**src/pfc_pkg.sv**
```systemverilog
// shared constants, types and helpers for the polytope feasibility check
package pfc_pkg;

    localparam int MAX_DIM    = 16;
    localparam int MAX_ROWS   = 16;
    localparam int FRAC_BITS  = 16;
    localparam int VAL_W      = 32;
    localparam int CFG_W      = 5;
    localparam int FUNC_W     = 2;
    localparam int DIM_W      = $clog2(MAX_DIM);
    localparam int ROW_W      = $clog2(MAX_ROWS);
    localparam int CNT_W      = $clog2(MAX_DIM + 1);
    localparam int PROD_W     = 2 * VAL_W;
    localparam int ACC_W      = PROD_W + DIM_W + 1;
    localparam int DIMS_RESET = 16;

    localparam logic [FUNC_W-1:0] FUNC_COEF  = 2'd0;
    localparam logic [FUNC_W-1:0] FUNC_POINT = 2'd1;
    localparam logic [FUNC_W-1:0] FUNC_CHECK = 2'd2;

    typedef enum logic [1:0] {
        S_IDLE,
        S_RUN,
        S_FLUSH,
        S_CMP
    } t_state;

    typedef struct packed {
        logic             wr_coef;
        logic             wr_pt;
        logic             start;
        logic             rd_en;
        logic [DIM_W-1:0] rd_k;
        logic             chk;
        logic             emit;
    } t_dp_cmd;

    typedef struct packed {
        logic busy;
        logic last;
    } t_dp_stat;

    // dimension count clipped to the store depth
    function automatic logic [CNT_W-1:0] eff_dims(input logic [CFG_W-1:0] d);
        if (d > CFG_W'(MAX_DIM)) begin
            return CNT_W'(MAX_DIM);
        end
        return CNT_W'(d);
    endfunction

endpackage

```
**src/pfc_ctrl.sv**
```systemverilog
// controller: handshakes, dimension register and the check sequencer
module pfc_ctrl (
    input  logic                        i_clk,
    input  logic                        i_rst_n,
    input  logic                        i_in_valid,
    output logic                        o_in_stall,
    input  logic [pfc_pkg::FUNC_W-1:0]  i_func,
    output logic                        o_out_valid,
    input  logic                        i_out_stall,
    input  logic                        i_cfg_valid,
    output logic                        o_cfg_ready,
    input  logic [pfc_pkg::CFG_W-1:0]   i_cfg_data,
    output pfc_pkg::t_dp_cmd            o_cmd,
    input  pfc_pkg::t_dp_stat           i_stat
);
    import pfc_pkg::*;

    t_state           r_state;
    t_state           n_state;
    logic [CNT_W-1:0] r_k;
    logic [CNT_W-1:0] n_k;
    logic [CFG_W-1:0] r_dims;
    logic             r_out_valid;
    logic             n_out_valid;
    logic [CNT_W-1:0] w_n;
    logic             w_acc;

    assign w_n         = eff_dims(r_dims);
    assign w_acc       = i_in_valid && (r_state == S_IDLE);
    assign o_in_stall  = (r_state != S_IDLE);
    assign o_cfg_ready = 1'b1;
    assign o_out_valid = r_out_valid;

    always_ff @(posedge i_clk) begin
        if (!i_rst_n) begin
            r_state     <= S_IDLE;
            r_k         <= '0;
            r_dims      <= CFG_W'(DIMS_RESET);
            r_out_valid <= 1'b0;
        end else begin
            r_state     <= n_state;
            r_k         <= n_k;
            r_out_valid <= n_out_valid;
            if (i_cfg_valid) begin
                r_dims <= i_cfg_data;
            end
        end
    end

    always_comb begin
        n_state = r_state;
        n_k     = r_k;
        o_cmd   = '0;
        unique case (r_state)
            S_IDLE: begin
                if (w_acc) begin
                    unique case (i_func)
                        FUNC_COEF:  o_cmd.wr_coef = 1'b1;
                        FUNC_POINT: o_cmd.wr_pt   = 1'b1;
                        FUNC_CHECK: begin
                            o_cmd.start = 1'b1;
                            n_k         = '0;
                            n_state     = (w_n == '0) ? S_CMP : S_RUN;
                        end
                        default: ;
                    endcase
                end
            end
            S_RUN: begin
                o_cmd.rd_en = 1'b1;
                o_cmd.rd_k  = r_k[DIM_W-1:0];
                n_k         = CNT_W'(r_k + 1'b1);
                if (CNT_W'(r_k + 1'b1) == w_n) begin
                    n_state = S_FLUSH;
                end
            end
            S_FLUSH: begin
                // wait for the read and multiply stages to drain into the sum
                if (!i_stat.busy) begin
                    n_state = S_CMP;
                end
            end
            S_CMP: begin
                if (!i_stat.last) begin
                    o_cmd.chk = 1'b1;
                    n_state   = S_IDLE;
                end else if (!r_out_valid || !i_out_stall) begin
                    o_cmd.emit = 1'b1;
                    n_state    = S_IDLE;
                end
            end
            default: n_state = S_IDLE;
        endcase
        n_out_valid = o_cmd.emit || (r_out_valid && i_out_stall);
    end

`ifndef NO_ASSERTIONS
    a_flush_done: assert property (@(posedge i_clk) disable iff (!i_rst_n)
        (r_state == S_CMP) |-> !i_stat.busy)
        else $error("compare reached with products still in flight");

    a_emit_shows: assert property (@(posedge i_clk) disable iff (!i_rst_n)
        o_cmd.emit |=> o_out_valid)
        else $error("emitted result not presented");

    a_k_range: assert property (@(posedge i_clk) disable iff (!i_rst_n)
        (r_state == S_RUN) |-> (r_k < w_n))
        else $error("column counter ran past the dimension count");
`endif

endmodule

```
**config.mk**
```make
export PLATFORM = sky130hd
export DESIGN_NAME = pfc_ctrl
export DESIGN_NICKNAME = d
export VERILOG_FILES = /design/src/pfc_pkg.sv /design/src/pfc_ctrl.sv
export SDC_FILE = /design/constraint.sdc
export NUM_CORES = 1
export LEC_CHECK = 0
export BUFFER_PORTS_ARGS = -buffer_cell sky130_fd_sc_hd__buf_4
export CAP_MARGIN = 20
export CORE_UTILIZATION = 54
export DETAILED_ROUTE_END_ITERATION = 8
export PLACE_DENSITY = 0.87
export SYNTH_ARGS = -nofsm -noshare
export SYNTH_HDL_FRONTEND = slang
export SYNTH_SLANG_ARGS = --single-unit
```
**constraint.sdc**
```tcl
create_clock -name i_clk -period 5.3 [get_ports i_clk]
set_clock_uncertainty 0.1 [all_clocks]
set_input_delay 0.53 -clock i_clk [delete_from_list [all_inputs] [get_ports i_clk]]
set_output_delay 0.53 -clock i_clk [all_outputs]
set_load 0.01 [all_outputs]
```
# ---- Word level (Yosys, flattened, before mapping)
# Index checks and enable logic that the tools add are counted.
# Widths: inputs -> output; s select.
dict set report classes {
  n_addsub 1
  order_cmp 1
  eq_ne 11
  mux 24
  reduce_logical 13
}
# cell n
set ops {}
lappend ops {{$mux 5} 5}
lappend ops {{$mux 2} 8}
lappend ops {{$pmux 5 s2} 1}
lappend ops {{$pmux 2 s4} 1}
lappend ops {{$mux 1} 7}
lappend ops {{$eq 2x2->1 const B} 3}
lappend ops {{$mux 3} 2}
lappend ops {{$ne 2x2->1 const B} 3}
lappend ops {{$add 5x1->5 const B} 1}
lappend ops {{$eq 5x5->1} 1}
lappend ops {{$gt 5x5->1 const B} 1}
lappend ops {{$logic_not 5->1} 1}
lappend ops {{$reduce_and 5->1} 1}
lappend ops {{$eq 2x1->1 const B} 2}
lappend ops {{$logic_not 2->1} 2}
lappend ops {{$reduce_bool 2->1} 2}
lappend ops {{$ne 3x3->1 const B} 1}
lappend ops {{$reduce_and 3->1} 1}
lappend ops {{$logic_and 1x1->1} 2}
lappend ops {{$logic_not 1->1} 2}
lappend ops {{$logic_or 1x1->1} 2}
lappend ops {{$ne 2x1->1 const B} 1}
dict set report totals {
  regBits 13
  inputBits 14
  word_cells 54
}

# ---- Logic depth before layout (Yosys ltp)
dict set report logic_depth {
  depth_word 8
  ltp_mapped 8
}

# ---- Worst setup path after synthesis
# Ideal clock, no wire load.
dict set report synth_path {
  path_kind {reg2reg}
  startpoint {reg r_k[0]}
  endpoint {reg r_state[0]}
  setup_time_ps 72
  t_arrival_ps 1666
  required_time_ps 5128
  setup_slack_ps 3463
  path_stages_with_launch 7
  cell_sequence {dfxtp_1 ha_1 or4b_4 o211ai_2 a31oi_1 and4bb_4 mux2i_1}
}
dict set report synth_via {
  elab_chain_len 4
}
# element line
set synth_lines {}
lappend synth_lines {{start, declared} pfc_ctrl.sv:20} ;# logic [CNT_W-1:0] r_k;
lappend synth_lines {{start signal, assigned} pfc_ctrl.sv:42} ;# r_k <= n_k;
lappend synth_lines {{$add 5x1->5} pfc_ctrl.sv:73} ;# if (CNT_W'(r_k + 1'b1) == w_n) begin
lappend synth_lines {{$eq 5x5->1} pfc_ctrl.sv:73}
lappend synth_lines {{$ne 2x2->1 (no source line)} -}
lappend synth_lines {{$reduce_and 5->1 (no source line)} -}
lappend synth_lines {{end signal, assigned} pfc_ctrl.sv:41} ;# r_state <= n_state;
lappend synth_lines {{end, declared} pfc_ctrl.sv:18} ;# t_state r_state;
# No other way between the ends.
# A chain may end at the register's enable or synchronous reset.

==> summary.txt <==
status -> complete, but fails checks
violated checks -> DRC
Setup Slack @ Placement -> 3322 ps
Post-CTS Resized -> 0
number of cells on the worst reg-to-reg path -> 6
WP data required -> 4670 ps
RSZ-0062 raised after global routing -> false
boundary pin count -> 27
die boundary height -> 43.49 um
Fin Setup TNS -> 0 ps
endpoint of the worst register-to-register path -> r_state[1]$_SDFFE_PN0P_
part of the cycle the worst path needs -> 0.4117
leftover overflow at the end of global routing -> 0
YS warnings -> 0
initial core utilization -> 0.5963
class of the most critical hold timing path -> input pin to flip-flop
number of buffers inserted by hold repair at cts -> 0
layout-stage area growth over the synthesis result -> 21.26%
post-detailed-route DRC marker count -> 2
clk slew on worst S/H paths -> 80 ps
startpoint of the worst register-to-register path -> r_k[0]$_SDFFE_PN0P_
syn avg cell area -> 8.375 um^2
share of final-layout standard cells stronger than drive strength 1 -> 0.2313
Critical Setup Path Class -> flip-flop to output port
overall routing resource usage -> 0.2522
fill count -> 131
pin count of the biggest net entering global routing -> 16
placed instance count -> 146
master cell of the clock root buffer -> sky130_fd_sc_hd__clkbuf_4
post-synthesis net count -> 130
number of placement rows -> 14
Unique masters post-synth -> 36
startpoint types -> flip-flop
total standard cell area after synthesis -> 929.6 um^2
TritonCTS buffer count -> 3
sequential fraction of the synthesis area -> 0.2799
Clock Tree Buf Depth -> 2
Max FO, Critical Path -> 7
number of synthesized register bits -> 13
final core area utilization -> 0.7231
Final #Nets -> 154
ys flop type -> sky130_fd_sc_hd__dfxtp_1
Synth async-reset ratio -> 0
clock latency on the worst-skew pair -> 290 ps
vias in the first global route -> 849
number of cells on the worst hold path -> 3
core outline area -> 0.001559 mm^2
reported leakage power -> 0.4992 nW
overall die width -> 43.49 um
setup slack of the most critical reg-to-reg path -> 3300 ps
post-route non-filler standard cell count -> 150
clock sink count -> 13
fraction of post-synthesis cell area in the top cell type by area -> 0.2799
number of standard cells after synthesis -> 111
startpoint of the worst hold path -> i_cfg_data[4]
number of design-rule violations left by the first detailed-router iteration -> 16
first-pass GRT wire length -> 3463 um
remaining antenna violation count -> 0
placed wire-length estimate after detailed placement -> 1518 um
kind of end point of the critical path -> output port
largest cells by area after synthesis -> sky130_fd_sc_hd__dfxtp_1, sky130_fd_sc_hd__mux2i_1, sky130_fd_sc_hd__ha_1, sky130_fd_sc_hd__nor2b_1, sky130_fd_sc_hd__nand2_1
Ant. Diodes -> 0
clock tree from TritonCTS -> built
depth of the CTS H-tree -> 1
DR WL/cell -> 13.77 um
number of enable-type register cells in the synthesized netlist -> 0
die area -> 0.001891 mm^2
Port-buffer cells -> 25
number of setup buffers added after CTS -> 0
Via Count -> 843
final hold violation count -> 0
placer's final routability congestion estimate -> 0.8539
max-capacitance violation count -> 0
maximum clock rate -> 458.3 MHz
worst setup margin -> 3118 ps
cell taking the most area after synthesis -> sky130_fd_sc_hd__dfxtp_1
number of max-slew violations in the final report -> 0
initial antenna violation count -> 0
via count normalized by instance count -> 5.620
VDD IR max -> 158.8 uV
count of final setup violators -> 0
leading cell types by count after synthesis -> sky130_fd_sc_hd__dfxtp_1, sky130_fd_sc_hd__nand2_1, sky130_fd_sc_hd__mux2i_1, sky130_fd_sc_hd__nor2b_1
Worst EP arrival -> 1550 ps
Pre-Repair DR Iteration Count -> 6
most common cell in the synthesized netlist -> sky130_fd_sc_hd__dfxtp_1
detailed-route wire length -> 2065 um
Min-Delay Endpoint -> r_dims[4]$_SDFFE_PN1P_
PD cells -> 248.2 mW/mm^2
crit path time final -> 2182 ps
## critical path, cell delays in order, from the launching register on
cell and delay, ps:
sky130_fd_sc_hd__dfxtp_1 350, sky130_fd_sc_hd__inv_1 90, sky130_fd_sc_hd__ha_1 310, sky130_fd_sc_hd__nand2_1 130, sky130_fd_sc_hd__nor3b_1 220, sky130_fd_sc_hd__buf_4 150
## registers in the layout, summed over array words and instances (netlist names)
name and flops:
r_dims 5, o_out_valid 1, r_k 5, r_state 2
## layout by cell type, fill, tap and decap left out, types with 3 or more instances in the layout
master / synthesis / routed
sky130_fd_sc_hd__a21boi_1: 3 / 3
sky130_fd_sc_hd__and2_1: 6 / 6
sky130_fd_sc_hd__nand2_1: 11 / 11
sky130_fd_sc_hd__dfxtp_1: 13 / 13
sky130_fd_sc_hd__o21ai_0: 4 / 4
sky130_fd_sc_hd__o21ai_1: 3 / 3
sky130_fd_sc_hd__buf_4: 1 / 25
sky130_fd_sc_hd__clkbuf_4: 0 / 3
sky130_fd_sc_hd__nor3_1: 4 / 4
sky130_fd_sc_hd__mux2i_1: 8 / 8
sky130_fd_sc_hd__inv_1: 6 / 6
sky130_fd_sc_hd__nor2_1: 6 / 6
sky130_fd_sc_hd__ha_1: 5 / 5
sky130_fd_sc_hd__nor2b_1: 8 / 8
## worst max-delay path by stage
stage	startpoint	endpoint	depth (start not counted)
after floorplan	r_k[0]$_SDFFE_PN0P_	r_state[0]$_SDFFE_PN0P_	6
after global placement	r_k[0]$_SDFFE_PN0P_	r_state[0]$_SDFFE_PN0P_	6
after detailed placement	r_k[0]$_SDFFE_PN0P_	r_state[1]$_SDFFE_PN0P_	6
after CTS	r_state[0]$_SDFFE_PN0P_	o_cmd[8]	5
after global routing	r_state[1]$_SDFFE_PN0P_	o_cmd[2]	5
final	r_state[0]$_SDFFE_PN0P_	o_cmd[8]	5
## layout make-up
class	instances	area, um^2	area share
clock buffer	4	26.28	0.02331
multi-input combinational	86	610.6	0.5416
inverter	6	22.52	0.01998
timing repair buffer	25	187.7	0.1665
sequential	13	260.3	0.2309
tap	16	20.02	0.01776
## report_power, final
group	switching [mW]	leakage, nW	internal (mW)
clock	0.0365	0.0150	0.0293
sequential	0.00831	0.106	0.104
combinational	0.0536	0.378	0.0479
total	0.0985	0.499	0.181
## metal layers
layer  up-vias  global-route usage  wire length (um)
li1        429                   -                 -
met1       393              0.2776               903
met2        16              0.4576              1073
met3         5             0.04167                47
met4         0              0.1375                40
met5         -                   0                 0
## logic make-up after synthesis
family	synth area share
DFF	0.2799
other	0.004034
and+or+nand+nor	0.2948
AOI/OAI and AO/OA	0.1615
buffers and inverters	0.06326
xor gates and xnor gates	0.04307
adders and majority gates	0.06729
muxes	0.08614
## stage by stage
step                hold WS, ps  power (mW)  area [um^2]
floorplan                 367.7      0.1822        929.6
global placement          384.0      0.2105         1101
detailed placement        411.3      0.2154         1101
CTS                       367.7      0.2800         1127
global route              373.1      0.2954         1127
finish                    365.1      0.2798         1127
No activity file was read; power rests on OpenSTA's default activity.
